File: src/hdl/bslp_pkg.sv
// Shared types, codes and field widths for the box label painter.
package bslp_pkg;

	// Table depth default
	localparam int unsigned BSLP_MAX_DET = 32;

	// Field widths
	localparam int unsigned BOX_POS_W  = 13;
	localparam int unsigned BOX_SIZE_W = 12;
	localparam int unsigned CLASS_W    = 10;
	localparam int unsigned CONF_W     = 16;
	localparam int unsigned PIX_W      = 12;
	localparam int unsigned IMG_DIM_W  = 13;
	localparam int unsigned PCLASS_W   = 11;
	localparam int unsigned CODE_W     = 2;
	localparam int unsigned S_TDATA_W  = 104;
	localparam int unsigned M_TDATA_W  = 32;
	localparam int unsigned CFG_IDX_W  = 2;
	localparam int unsigned CFG_DATA_W = 16;

	// Command codes (s_tuser)
	localparam logic [CODE_W-1:0] CMD_CLEAR = 2'd0;
	localparam logic [CODE_W-1:0] CMD_ADD   = 2'd1;
	localparam logic [CODE_W-1:0] CMD_QUERY = 2'd2;

	// Result status codes (m_tuser)
	localparam logic [CODE_W-1:0] STAT_OK       = 2'd0;
	localparam logic [CODE_W-1:0] STAT_LOW_CONF = 2'd1;
	localparam logic [CODE_W-1:0] STAT_FULL     = 2'd2;

	// Configuration register indexes
	localparam logic [CFG_IDX_W-1:0] CFG_MIN_CONF = 2'd0;
	localparam logic [CFG_IDX_W-1:0] CFG_IMG_W    = 2'd1;
	localparam logic [CFG_IDX_W-1:0] CFG_IMG_H    = 2'd2;

	// Configuration reset values
	localparam logic [IMG_DIM_W-1:0] IMG_W_RST = 13'd640;
	localparam logic [IMG_DIM_W-1:0] IMG_H_RST = 13'd480;

	// One stored detection
	typedef struct packed {
		logic signed [BOX_POS_W-1:0] x;
		logic signed [BOX_POS_W-1:0] y;
		logic [BOX_SIZE_W-1:0]       w;
		logic [BOX_SIZE_W-1:0]       h;
		logic [CLASS_W-1:0]          cls;
		logic [CONF_W-1:0]           conf;
	} bslp_entry_t;

	// Controller state
	typedef enum logic [1:0] {
		S_IDLE,
		S_SCAN,
		S_FLUSH,
		S_PUT
	} bslp_state_t;

	// Controller to datapath
	typedef struct packed {
		logic accept;
		logic scan_rd;
		logic put;
	} bslp_cmd_t;

	// Datapath to controller
	typedef struct packed {
		logic go_scan;
		logic scan_last;
		logic out_free;
	} bslp_sts_t;

endpackage

File: src/hdl/bslp_dp.sv
// Datapath: detection table, configuration registers, query scan and result register.
module bslp_dp #(
	parameter int unsigned MAX_DETECTIONS = bslp_pkg::BSLP_MAX_DET
) (
	input  logic                             clk,
	input  logic                             arst_n,
	input  bslp_pkg::bslp_cmd_t              cmd,
	output bslp_pkg::bslp_sts_t              sts,
	input  logic [bslp_pkg::CODE_W-1:0]      s_tuser,
	input  logic [bslp_pkg::S_TDATA_W-1:0]   s_tdata,
	output logic                             m_tvalid,
	input  logic                             m_tready,
	output logic [bslp_pkg::M_TDATA_W-1:0]   m_tdata,
	output logic [bslp_pkg::CODE_W-1:0]      m_tuser,
	input  logic                             cfg_valid,
	output logic                             cfg_ready,
	input  logic [bslp_pkg::CFG_IDX_W-1:0]   cfg_index,
	input  logic [bslp_pkg::CFG_DATA_W-1:0]  cfg_data
);
	import bslp_pkg::*;

	localparam int unsigned IDX_W = (MAX_DETECTIONS > 1) ? $clog2(MAX_DETECTIONS) : 1;
	localparam int unsigned CNT_W = $clog2(MAX_DETECTIONS + 1);
	localparam logic [CNT_W-1:0] CNT_MAX = CNT_W'(MAX_DETECTIONS);

	// Input fields
	logic signed [BOX_POS_W-1:0] in_x, in_y;
	logic [BOX_SIZE_W-1:0]       in_w, in_h;
	logic [CLASS_W-1:0]          in_cls;
	logic [CONF_W-1:0]           in_conf;
	logic [PIX_W-1:0]            in_px, in_py;

	assign in_x    = s_tdata[12:0];
	assign in_y    = s_tdata[25:13];
	assign in_w    = s_tdata[37:26];
	assign in_h    = s_tdata[49:38];
	assign in_cls  = s_tdata[59:50];
	assign in_conf = s_tdata[75:60];
	assign in_px   = s_tdata[87:76];
	assign in_py   = s_tdata[99:88];

	// Configuration registers
	logic [CONF_W-1:0]    min_conf_q;
	logic [IMG_DIM_W-1:0] img_w_q, img_h_q;

	assign cfg_ready = 1'b1;

	always_ff @(posedge clk or negedge arst_n) begin
		if (!arst_n) begin
			min_conf_q <= '0;
			img_w_q    <= IMG_W_RST;
			img_h_q    <= IMG_H_RST;
		end else if (cfg_valid && cfg_ready) begin
			case (cfg_index)
				CFG_MIN_CONF: min_conf_q <= cfg_data;
				CFG_IMG_W:    img_w_q    <= cfg_data[IMG_DIM_W-1:0];
				CFG_IMG_H:    img_h_q    <= cfg_data[IMG_DIM_W-1:0];
				default: ;
			endcase
		end
	end

	// Add checks: confidence first, then space
	logic [CNT_W-1:0] count_q;
	logic             is_add, low_conf, full, add_ok, is_cmd;

	assign is_cmd   = cmd.accept;
	assign is_add   = (s_tuser == CMD_ADD);
	assign low_conf = (in_conf < min_conf_q);
	assign full     = (count_q == CNT_MAX);
	assign add_ok   = is_cmd && is_add && !low_conf && !full;

	// Entry count
	always_ff @(posedge clk or negedge arst_n) begin
		if (!arst_n) begin
			count_q <= '0;
		end else if (is_cmd && s_tuser == CMD_CLEAR) begin
			count_q <= '0;
		end else if (add_ok) begin
			count_q <= count_q + CNT_W'(1);
		end
	end

	// Detection table, one write port, one registered read port
	bslp_entry_t      mem [MAX_DETECTIONS];
	bslp_entry_t      rd_s1;
	logic [IDX_W-1:0] scan_idx_q;

	always_ff @(posedge clk) begin
		if (add_ok) begin
			mem[count_q[IDX_W-1:0]] <= '{x: in_x, y: in_y, w: in_w, h: in_h,
			                             cls: in_cls, conf: in_conf};
		end
		if (cmd.scan_rd) begin
			rd_s1 <= mem[scan_idx_q];
		end
	end

	// Scan address and read-valid flag
	logic rd_vld_s1;

	always_ff @(posedge clk or negedge arst_n) begin
		if (!arst_n) begin
			scan_idx_q <= '0;
			rd_vld_s1  <= 1'b0;
		end else begin
			rd_vld_s1 <= cmd.scan_rd;
			if (is_cmd) begin
				scan_idx_q <= '0;
			end else if (cmd.scan_rd) begin
				scan_idx_q <= scan_idx_q + IDX_W'(1);
			end
		end
	end

	// Query needs a scan only when the pixel is inside and the table holds entries
	assign sts.go_scan   = (s_tuser == CMD_QUERY)
	                    && ({1'b0, in_px} < img_w_q)
	                    && ({1'b0, in_py} < img_h_q)
	                    && (count_q != '0);
	assign sts.scan_last = ((CNT_W'(scan_idx_q) + CNT_W'(1)) == count_q);
	assign sts.out_free  = !m_tvalid || m_tready;

	// Coverage and strictly-greater test on the entry read last cycle
	logic [PIX_W-1:0]    px_q, py_q;
	logic [CODE_W-1:0]   status_q;
	logic [PCLASS_W-1:0] best_cls_q;
	logic [CONF_W-1:0]   best_conf_q;
	logic signed [13:0]  px_e, py_e, x_lo, y_lo, x_hi, y_hi;
	logic                hit;

	assign px_e = signed'({2'b00, px_q});
	assign py_e = signed'({2'b00, py_q});
	assign x_lo = {rd_s1.x[BOX_POS_W-1], rd_s1.x};
	assign y_lo = {rd_s1.y[BOX_POS_W-1], rd_s1.y};
	assign x_hi = x_lo + signed'({2'b00, rd_s1.w});
	assign y_hi = y_lo + signed'({2'b00, rd_s1.h});
	// An empty box fails the upper bound on its own
	assign hit  = (px_e >= x_lo) && (px_e < x_hi) && (py_e >= y_lo) && (py_e < y_hi)
	           && (rd_s1.conf > best_conf_q);

	// Per-transaction working registers
	always_ff @(posedge clk) begin
		if (is_cmd) begin
			px_q        <= in_px;
			py_q        <= in_py;
			best_cls_q  <= '1;
			best_conf_q <= '0;
			if (!is_add) begin
				status_q <= STAT_OK;
			end else if (low_conf) begin
				status_q <= STAT_LOW_CONF;
			end else if (full) begin
				status_q <= STAT_FULL;
			end else begin
				status_q <= STAT_OK;
			end
		end else if (rd_vld_s1 && hit) begin
			best_cls_q  <= {1'b0, rd_s1.cls};
			best_conf_q <= rd_s1.conf;
		end
	end

	// Result register
	logic [CODE_W-1:0]   out_status_q;
	logic [PCLASS_W-1:0] out_cls_q;
	logic [CONF_W-1:0]   out_conf_q;
	logic                out_vld_q;

	always_ff @(posedge clk) begin
		if (cmd.put) begin
			out_status_q <= status_q;
			out_cls_q    <= best_cls_q;
			out_conf_q   <= best_conf_q;
		end
	end

	always_ff @(posedge clk or negedge arst_n) begin
		if (!arst_n) begin
			out_vld_q <= 1'b0;
		end else if (cmd.put) begin
			out_vld_q <= 1'b1;
		end else if (m_tready) begin
			out_vld_q <= 1'b0;
		end
	end

	assign m_tvalid = out_vld_q;
	assign m_tuser  = out_status_q;
	assign m_tdata  = {{(M_TDATA_W - CONF_W - PCLASS_W){1'b0}}, out_conf_q, out_cls_q};

	// Table never grows past its depth
	a_count_max: assert property (@(posedge clk) disable iff (!arst_n)
		count_q <= CNT_MAX)
		else $error("entry count beyond table depth");

	// Dropped adds carry the empty answer
	a_drop_empty: assert property (@(posedge clk) disable iff (!arst_n)
		(m_tvalid && m_tuser != STAT_OK) |-> (out_cls_q == '1 && out_conf_q == '0))
		else $error("dropped add with a class or confidence");

	// Scan reads only filled entries
	a_scan_range: assert property (@(posedge clk) disable iff (!arst_n)
		cmd.scan_rd |-> (CNT_W'(scan_idx_q) < count_q))
		else $error("scan read beyond entry count");

endmodule

File: src/hdl/bslp_ctrl.sv
// Controller: sequences accept, table scan, compare flush and result hand-off.
module bslp_ctrl (
	input  logic                clk,
	input  logic                arst_n,
	input  logic                s_tvalid,
	output logic                s_tready,
	input  bslp_pkg::bslp_sts_t sts,
	output bslp_pkg::bslp_cmd_t cmd
);
	import bslp_pkg::*;

	bslp_state_t state_q, state_nxt;

	// State register
	always_ff @(posedge clk or negedge arst_n) begin
		if (!arst_n) begin
			state_q <= S_IDLE;
		end else begin
			state_q <= state_nxt;
		end
	end

	// Next state and commands
	always_comb begin
		state_nxt = state_q;
		cmd       = '0;
		s_tready  = 1'b0;
		case (state_q)
			S_IDLE: begin
				s_tready   = 1'b1;
				cmd.accept = s_tvalid;
				if (s_tvalid) begin
					state_nxt = sts.go_scan ? S_SCAN : S_PUT;
				end
			end
			S_SCAN: begin
				cmd.scan_rd = 1'b1;
				if (sts.scan_last) begin
					state_nxt = S_FLUSH;
				end
			end
			// last read entry is compared here
			S_FLUSH: begin
				state_nxt = S_PUT;
			end
			S_PUT: begin
				if (sts.out_free) begin
					cmd.put   = 1'b1;
					state_nxt = S_IDLE;
				end
			end
			default: begin
				state_nxt = S_IDLE;
			end
		endcase
	end

	// One transaction at a time
	a_single: assert property (@(posedge clk) disable iff (!arst_n)
		cmd.accept |=> !s_tready)
		else $error("input taken while a transaction is in flight");

	// Result register never overwritten while full
	a_put_free: assert property (@(posedge clk) disable iff (!arst_n)
		cmd.put |-> sts.out_free)
		else $error("result loaded over an untaken result");

	// Back to accepting right after the hand-off
	a_put_idle: assert property (@(posedge clk) disable iff (!arst_n)
		cmd.put |=> s_tready)
		else $error("not ready after result hand-off");

endmodule

File: src/hdl/box_semantic_label_painter_core.sv
// Top level of the box label painter: controller plus datapath.
// Holds up to MAX_DETECTIONS boxes with class and confidence. Clear and add pass through
// accept and result load, then output; a query passes through accept, a scan of the
// stored entries, a compare flush and result load, because the table memory
// is read through its single registered port one entry per cycle and each entry is
// compared in the cycle after its read. A query on a pixel outside the image or on an
// empty table skips the scan. The result waits in an output register; a new input
// transaction is taken once the previous result is loaded there. Configuration writes
// are always taken (cfg_ready is tied high) and must only be issued while idle.
module box_semantic_label_painter_core #(
	parameter int unsigned MAX_DETECTIONS = bslp_pkg::BSLP_MAX_DET
) (
	input  logic                             clk,
	input  logic                             arst_n,
	// input stream
	input  logic                             s_tvalid,
	output logic                             s_tready,
	// box_x[12:0] box_y[25:13] box_width[37:26] box_height[49:38] det_class[59:50]
	// det_confidence[75:60] pixel_x[87:76] pixel_y[99:88], zero pad [103:100]
	input  logic [bslp_pkg::S_TDATA_W-1:0]   s_tdata,
	// command[1:0]
	input  logic [bslp_pkg::CODE_W-1:0]      s_tuser,
	// result stream
	output logic                             m_tvalid,
	input  logic                             m_tready,
	// pixel_class[10:0] pixel_confidence[26:11], zero pad [31:27]
	output logic [bslp_pkg::M_TDATA_W-1:0]   m_tdata,
	// status[1:0]
	output logic [bslp_pkg::CODE_W-1:0]      m_tuser,
	// configuration write channel
	input  logic                             cfg_valid,
	output logic                             cfg_ready,
	input  logic [bslp_pkg::CFG_IDX_W-1:0]   cfg_index,
	input  logic [bslp_pkg::CFG_DATA_W-1:0]  cfg_data
);
	import bslp_pkg::*;

	bslp_cmd_t cmd;
	bslp_sts_t sts;

	bslp_ctrl u_ctrl (
		.clk      (clk),
		.arst_n   (arst_n),
		.s_tvalid (s_tvalid),
		.s_tready (s_tready),
		.sts      (sts),
		.cmd      (cmd)
	);

	bslp_dp #(
		.MAX_DETECTIONS (MAX_DETECTIONS)
	) u_dp (
		.clk       (clk),
		.arst_n    (arst_n),
		.cmd       (cmd),
		.sts       (sts),
		.s_tuser   (s_tuser),
		.s_tdata   (s_tdata),
		.m_tvalid  (m_tvalid),
		.m_tready  (m_tready),
		.m_tdata   (m_tdata),
		.m_tuser   (m_tuser),
		.cfg_valid (cfg_valid),
		.cfg_ready (cfg_ready),
		.cfg_index (cfg_index),
		.cfg_data  (cfg_data)
	);

endmodule

File: config.mk
export PLATFORM = sky130hd
export DESIGN_NAME = box_semantic_label_painter_core
export DESIGN_NICKNAME = d
export VERILOG_FILES = /design/src/hdl/bslp_pkg.sv /design/src/hdl/bslp_dp.sv /design/src/hdl/bslp_ctrl.sv /design/src/hdl/box_semantic_label_painter_core.sv
export SDC_FILE = /design/constraint.sdc
export NUM_CORES = 2
export LEC_CHECK = 0
export BUFFER_PORTS_ARGS = -buffer_cell sky130_fd_sc_hd__buf_4
export CAP_MARGIN = 10
export CORE_AREA = 2 2 435 609
export DETAILED_ROUTE_END_ITERATION = 8
export DIE_AREA = 0 0 437 611
export PLACE_DENSITY = 0.57
export SLEW_MARGIN = 20
export SYNTH_ARGS = -nofsm -noshare
export SYNTH_HDL_FRONTEND = slang
export SYNTH_HIERARCHICAL = 1
export SYNTH_SLANG_ARGS = --single-unit
File: constraint.sdc
create_clock -name clk -period 6 [get_ports clk]
set_input_delay 1.2 -clock clk [delete_from_list [all_inputs] [get_ports clk]]
set_output_delay 1.2 -clock clk [all_outputs]
set_load 0.01 [all_outputs]
==> Word-level counts from Yosys, hierarchy flattened <==
Memories as Yosys holds them, arrays and structs flattened. A register that Yosys moved wholly into a read port is not among the register bits.
Cells that the tools add are included.
{ "totals": {"reg_bits": 139, "ram_bits": 2432, "input_bits": 129, "out_inout_bits": 37, "elab_cells": 92, "mem_count": 1} }
{ "op_classes": {"addsub": 5, "n_lt_le_gt_ge": 8, "eq_ne": 12, "mux": 20, "n_bitwise": 1, "n_reduce_logical": 28} }
{ "memory_table": {"columns": ["memory", "depth", "width", "read_ports", "rd_clocked_by_memory_dff", "write_ports", "line", "source"], "rows": [
  ["u_dp.mem", 32, 76, 1, 1, 1, "bslp_dp.sv:85", "bslp_entry_t mem [MAX_DETECTIONS];"]
]} }
{ "ops": {"columns": ["op", "count"], "rows": [
  ["adder 13 x 13 -> 14 bit", 2],
  ["< comparator 13 x 14 -> 1 bit", 2],
  [">= comparator 13 bit", 2],
  ["< comparator 12 x 13 -> 1 bit", 2],
  ["greater-than comparator 16 bit", 1],
  ["< comparator 16 bit", 1],
  ["logical AND 1 bit", 12],
  ["2-to-1 mux 6 bit", 2],
  ["2-to-1 mux 1 bit", 10],
  ["2-to-1 mux 2 bit", 5],
  ["2-to-1 mux 5 bit", 2],
  ["== test 2 bit (second input constant)", 4],
  ["case mux 2 bit (4 select lines)", 1],
  ["adder 5 x 1 -> 6 bit (second input constant)", 1],
  ["adder 6 x 1 -> 6 bit (second input constant)", 1],
  ["== test 2 x 1 -> 1 bit (second input constant)", 3],
  ["== test 6 bit", 1],
  ["== test 6 bit (second input constant)", 1],
  ["logical NOT 2 bit", 3],
  ["inequality test 2 bit (second input constant)", 3],
  ["AND reduction 2 bit", 3],
  ["nonzero test 2 bit", 3],
  ["nonzero test 6 bit", 1],
  ["adder 5 x 1 -> 5 bit (second input constant)", 1],
  ["other kinds (5)", 7]
]} }

==> Depth between registers and ports, before layout <==
{ "logic_depth": {"word_depth": 7, "ltp_mapped": 20, "depth_no_buf": 18} }

==> Modules after synthesis <==
The synthesis kept the hierarchy.
{ "by_module_without_submodules": {"columns": ["module", "n_inst", "cells_per_inst", "area_per_inst_um2", "seq_area_each_um2"], "rows": [
  ["bslp_dp", 1, 5212, 104018.5, 78888.2],
  ["bslp_ctrl", 1, 19, 181.4, 50.0]
]} }

==> Worst setup path after synthesis <==
OpenSTA, ideal clock, no wires.
{ "synth_timing": {"kind": "input to register", "start": "input port s_tdata[69] (netlist name)", "end": "memory u_dp/mem[30][0] (netlist name) (enable)", "setup_ns": 0.511, "arrival_time_ns": 5.748, "required_time_ns": 5.489, "path_slack_ns": -0.259, "path_stages": 9, "path_buffers": 1, "path_cell_list": "ha_1 > a21o_1 > a21o_1 > a21oi_1 > o211ai_1 > a31o_2 > clkbuf_1 > nand3_1 > nor2_1"} }
{ "synth_via": {"elab_chain_len": 6} }
{ "synth_lines": {"columns": ["element", "line", "source"], "rows": [
  ["from (decl)", "box_semantic_label_painter_core.sv:20", "input logic [bslp_pkg::S_TDATA_W-1:0] s_tdata,"],
  ["< comparator 16 bit", "bslp_dp.sv:69", "assign low_conf = (in_conf < min_conf_q);"],
  ["logical NOT 1 bit", "bslp_dp.sv:71", "assign add_ok = is_cmd && is_add && !low_conf && !full;"],
  ["logical AND 1 bit (2 in a row)", "bslp_dp.sv:71", null],
  ["2-to-1 mux 1 bit", "bslp_dp.sv:90", "if (add_ok) begin"],
  ["2-to-1 mux 1 bit (implied by the code)", "bslp_dp.sv:91", "mem[count_q[IDX_W-1:0]] <= '{x: in_x, y: in_y, w: in_w, h: in_h,"],
  ["to (decl)", "bslp_dp.sv:85", null]
]} }
No other way between the ends.

==> Final worst setup path <==
{ "layout_timing": {"start": "register, netlist name u_dp/rd_s1[63]", "end": "register u_dp.best_cls_q[5]"} }
{ "layout_via": {"elab_chain_len": 7, "word_cells_on_any_way": 8, "cone_classes": "add/sub (1); order compare (2); reduce/logical (5)"} }
{ "layout_lines": {"columns": ["element", "line", "source"], "rows": [
  ["adder 13 x 13 -> 14 bit", "bslp_dp.sv:136", "assign x_hi = x_lo + signed'({2'b00, rd_s1.w});"],
  ["< comparator 13 x 14 -> 1 bit", "bslp_dp.sv:139", "assign hit = (px_e >= x_lo) && (px_e < x_hi) && (py_e >= y_lo) && (py_e < y_hi)"],
  ["logical AND 1 bit (*) (3 in a row)", "bslp_dp.sv:139", null],
  ["logical AND 1 bit (*)", "bslp_dp.sv:140", "&& (rd_s1.conf > best_conf_q);"],
  ["logical AND 1 bit (*)", "bslp_dp.sv:158", "end else if (rd_vld_s1 && hit) begin"],
  ["to (signal assigned)", "bslp_dp.sv:159", "best_cls_q <= {1'b0, rd_s1.cls};"],
  ["to (decl)", "bslp_dp.sv:127", "logic [PCLASS_W-1:0] best_cls_q;"]
]} }
Every way passes the cells marked *; elsewhere a longest branch is shown, timed or not.
A chain may end at the register's enable or synchronous reset.

==> impl_metrics.yaml <==
logic_synthesis:
  ys_warn_count: 6
  ys.flop_type: "edfxtp_1"
  synth.most_common_cell: "edfxtp_1"
  synth_area_um2: 104200
  ys_async_sr_fraction_pct: 2.153
  synth_edf_count: 2563
  syn_avg_cell_area_um2: 19.92
  synth_commonest_cells: "edfxtp_1, mux4_2, mux2i_1"
  synth_top_area_cell: "edfxtp_1"
  synth_area_leaders: "edfxtp_1, mux4_2, mux2i_1"
  synthCells: 5231
  yosys.area.top_type_share_pct: 73.86
  synth_cell_type_count: 72
  synth-seq-cells: 2647
  ys_seq_area_share_pct: 75.76
placed_design:
  dp.cells: 8746
  io_buffers: 155
  gp_congestion: 0.8246
  place_ws_ns: 1.191
  place_hpwl_mm: 149.9
  post_dp_cell_area_um2: 110800
sta:
  fin_tns_setup_ns: 0
  setup-violations-final: 0
  hold_viol_final: 0
  whs_ns: 0.4305
  max_slew.worst_pin.slew_ns: 1.179
  fin_ws_ns: 1.316
  fmax_mhz: 213.5
  final.period_utilization_pct: 78.07
  rsz0062_at_grt: "no"
  slew_headroom_pct: 21.38
  slew_viol_final: 0
  fin_crit_ns: 4.684
  fin_worst_skew_ns: 0.05297
global_route:
  use_met2_pct: 37.88
  grt_max_degree: 115
  met1_usage_pct: 24.66
  grt_pass1_vias: 53600
  grt_usage_pct: 20.47
  grt-busiest-layer: "met2"
  grt_overflow_total: 0
  antenna_found_initial: 18
  grt_pass1_wl_mm: 392.6
  use_met3_pct: 2.701
cells_and_area:
  seqCellArea_um2: 78960
  drive_gt1_share_pct: 22.42
  area_growth_pct: 13.44
  design_area_um2: 118200
  fin_nets: 5781
  multi_input_area_um2: 23900
  nFillCells: 22160
  final_cells: 9184
  postLayoutCoreUtil_pct: 45.27
floorplan:
  start_util_pct: 39.91
  dieHeight_um: 611
  io-pin-count: 166
  coreArea_um2: 261100
  die_area_um2: 267000
  num_rows: 222
  fp.dieW_um: 437
min_path:
  hold_class: "flip-flop to flip-flop"
  whs_path_depth: 0
  hold_path_end: "u_dp/out_cls_q[3]$_DFFE_PP_"
  hp-start: "u_dp/best_cls_q[3]$_SDFFE_PP1P_"
pwr:
  ir_drop_mv: 0.2549
  p_leak_nw: 36.20
  power_mw: 35.67
  power_density_nw_per_um2: 301.7
clocking:
  hold_buffers: 0
  cts_resized: 0
  cts_tree: "done"
  post_cts_buffers: 0
  clock-sinks: 2647
  cts_buffers: 242
  clk_pin_slew_ns: 0.06
  max-clock-path-buffers: 4
  cts_max_level: 4
  cts-root-buf: "clkbuf_16"
  clock_latency_ns: 0.89
worst_setup_path:
  critPathMaxFanout: 27
  slowest_stage: "buf_4"
  end_kind: "flip-flop"
  path_class: "flip-flop to flip-flop"
  reg2reg_depth: 18
  r2r_slack_ns: 1.32
  cpPeakStageDelay_ns: 0.54
  cp-start-kind: "flip-flop"
  cp_data_arrival_time_ns: 5.47
  path_cells: "ha_1 -> fa_1 -> a211oi_1 -> nor2_1 -> o21ai_0 -> nand2b_1 -> a21o_1 -> a21oi_1 -> xor2_1 -> ha_1 -> nand2_1 -> a21oi_1 -> a2111oi_0 -> o31a_1 -> nor3_1 -> a311oi_4 -> buf_4 -> mux2i_1"
  rr_endpoint: "u_dp/best_cls_q[5]$_SDFFE_PP1P_"
  cp.required_ns: 6.78
  regToRegStartpoint: "u_dp/rd_s1[63]$_DFFE_PP_"
routing:
  wl_per_cell_um: 30.12
  final_antenna_net_count: 0
  drc: 0
  drt-total-wl_mm: 276.6
  dr_total_vias: 52030
  drt-initial-drc-count: 4448
  via_per_inst: 5.665
  dr.pass1.iters: 5
outcome:
  status: "finished, final reports clean"
job:
  cap_violations: 0
placed cells by master, fill, tap and decap left out, drive strengths merged, types with 6 or more instances in the layout:
master       n
dfstp        6
conb         6
dfxtp       27
buf        306
or3          6
nor2        87
mux2       130
mux4       461
nor3        10
a211oi      16
clkinvlp    11
a221oi       6
mux2i      341
and2         6
a2111oi      6
o31ai        8
clkbuf     311
o22ai       61
nand2      221
xnor2       10
o211ai      10
xor2        20
o21ai      188
nor2b       30
bufinv      16
o221ai     150
nand2b      43
dfrtp       51
nand3       17
ha         132
a21o        21
o21a         8
inv        109
clkinv      85
diode        7
nand4       11
edfxtp    2563
a21oi      154
how the worst max path moves through the flow:
stage	depth (start not counted)	endpoint	from
detailed placement	10	u_dp/mem[10][49]$_DFFE_PP_	s_tdata[75]
global route	18	u_dp/best_cls_q[2]$_SDFFE_PP1P_	u_dp/rd_s1[27]$_DFFE_PP_
finish	18	u_dp/best_cls_q[5]$_SDFFE_PP1P_	u_dp/rd_s1[63]$_DFFE_PP_
CTS	18	u_dp/best_cls_q[2]$_SDFFE_PP1P_	u_dp/rd_s1[63]$_DFFE_PP_
global placement	10	u_dp/mem[10][49]$_DFFE_PP_	s_tdata[75]
floorplan	9	u_dp/mem[30][0]$_DFFE_PP_	s_tdata[69]
area by class of cell:
cell class | count | area share [%]
well taps | 3472 | 3.675
diodes | 7 | 0.01482
multi-input cells | 2220 | 20.22
flip-flops and latches | 2647 | 66.80
clock buffers | 311 | 5.404
inverters | 101 | 0.3218
repair buffers | 306 | 2.695
clock inverters | 120 | 0.8669
cells by family after synthesis:
group                      Yosys count  share of synthesized area [%]
adders and majority gates          134                          1.623
other                                2                       0.007207
xor gates and xnor gates            30                         0.2522
AOI/OAI and AO/OA                  656                          4.074
and+or+nand+nor                    462                          2.047
buffers and inverters              368                          1.595
muxes                              932                          14.64
DFF                               2647                          75.76
sequential cells by signal, indices dropped and copies added, names as in the netlist:
signal            cells
u_dp/py_q            12
u_dp/count_q          6
u_dp/mem           2432
u_dp/rd_vld_s1        1
u_ctrl/state_q        2
u_dp/px_q            12
u_dp/scan_idx_q       5
u_dp/best_cls_q      11
u_dp/img_h_q         13
u_dp/m_tuser          2
u_dp/out_conf_q      16
u_dp/out_cls_q       11
u_dp/img_w_q         13
u_dp/m_tvalid         1
u_dp/min_conf_q      16
u_dp/status_q         2
u_dp/rd_s1           76
u_dp/best_conf_q     16
power by group:
group / switching, mW / leakage [nW] / internal (mW)
registers: 0.0228 / 24.1 / 20.3
clock network: 6.67 / 3.60 / 8.17
logic: 0.368 / 8.50 / 0.146
total: 7.06 / 36.2 / 28.6
critical path: cells and delay by family (launching register included):
family | cells | cell delay [ns]
adder cells (fa/ha/maj) | 3 | 0.96
multiplexers | 1 | 0.26
XOR/XNOR | 1 | 0.19
buffers and inverters | 1 | 0.54
AND/OR/NAND/NOR | 4 | 0.39
AO/OA/AOI/OAI | 8 | 1.72
flip-flops | 1 | 0.40
routing by layer:
metal,vias to the layer above,routed length (um)
li1,22010,-
met1,28210,106100
met2,1367,149300
met3,431,12710
met4,12,8443
met5,-,72
Power figures use the tool's default switching activity.
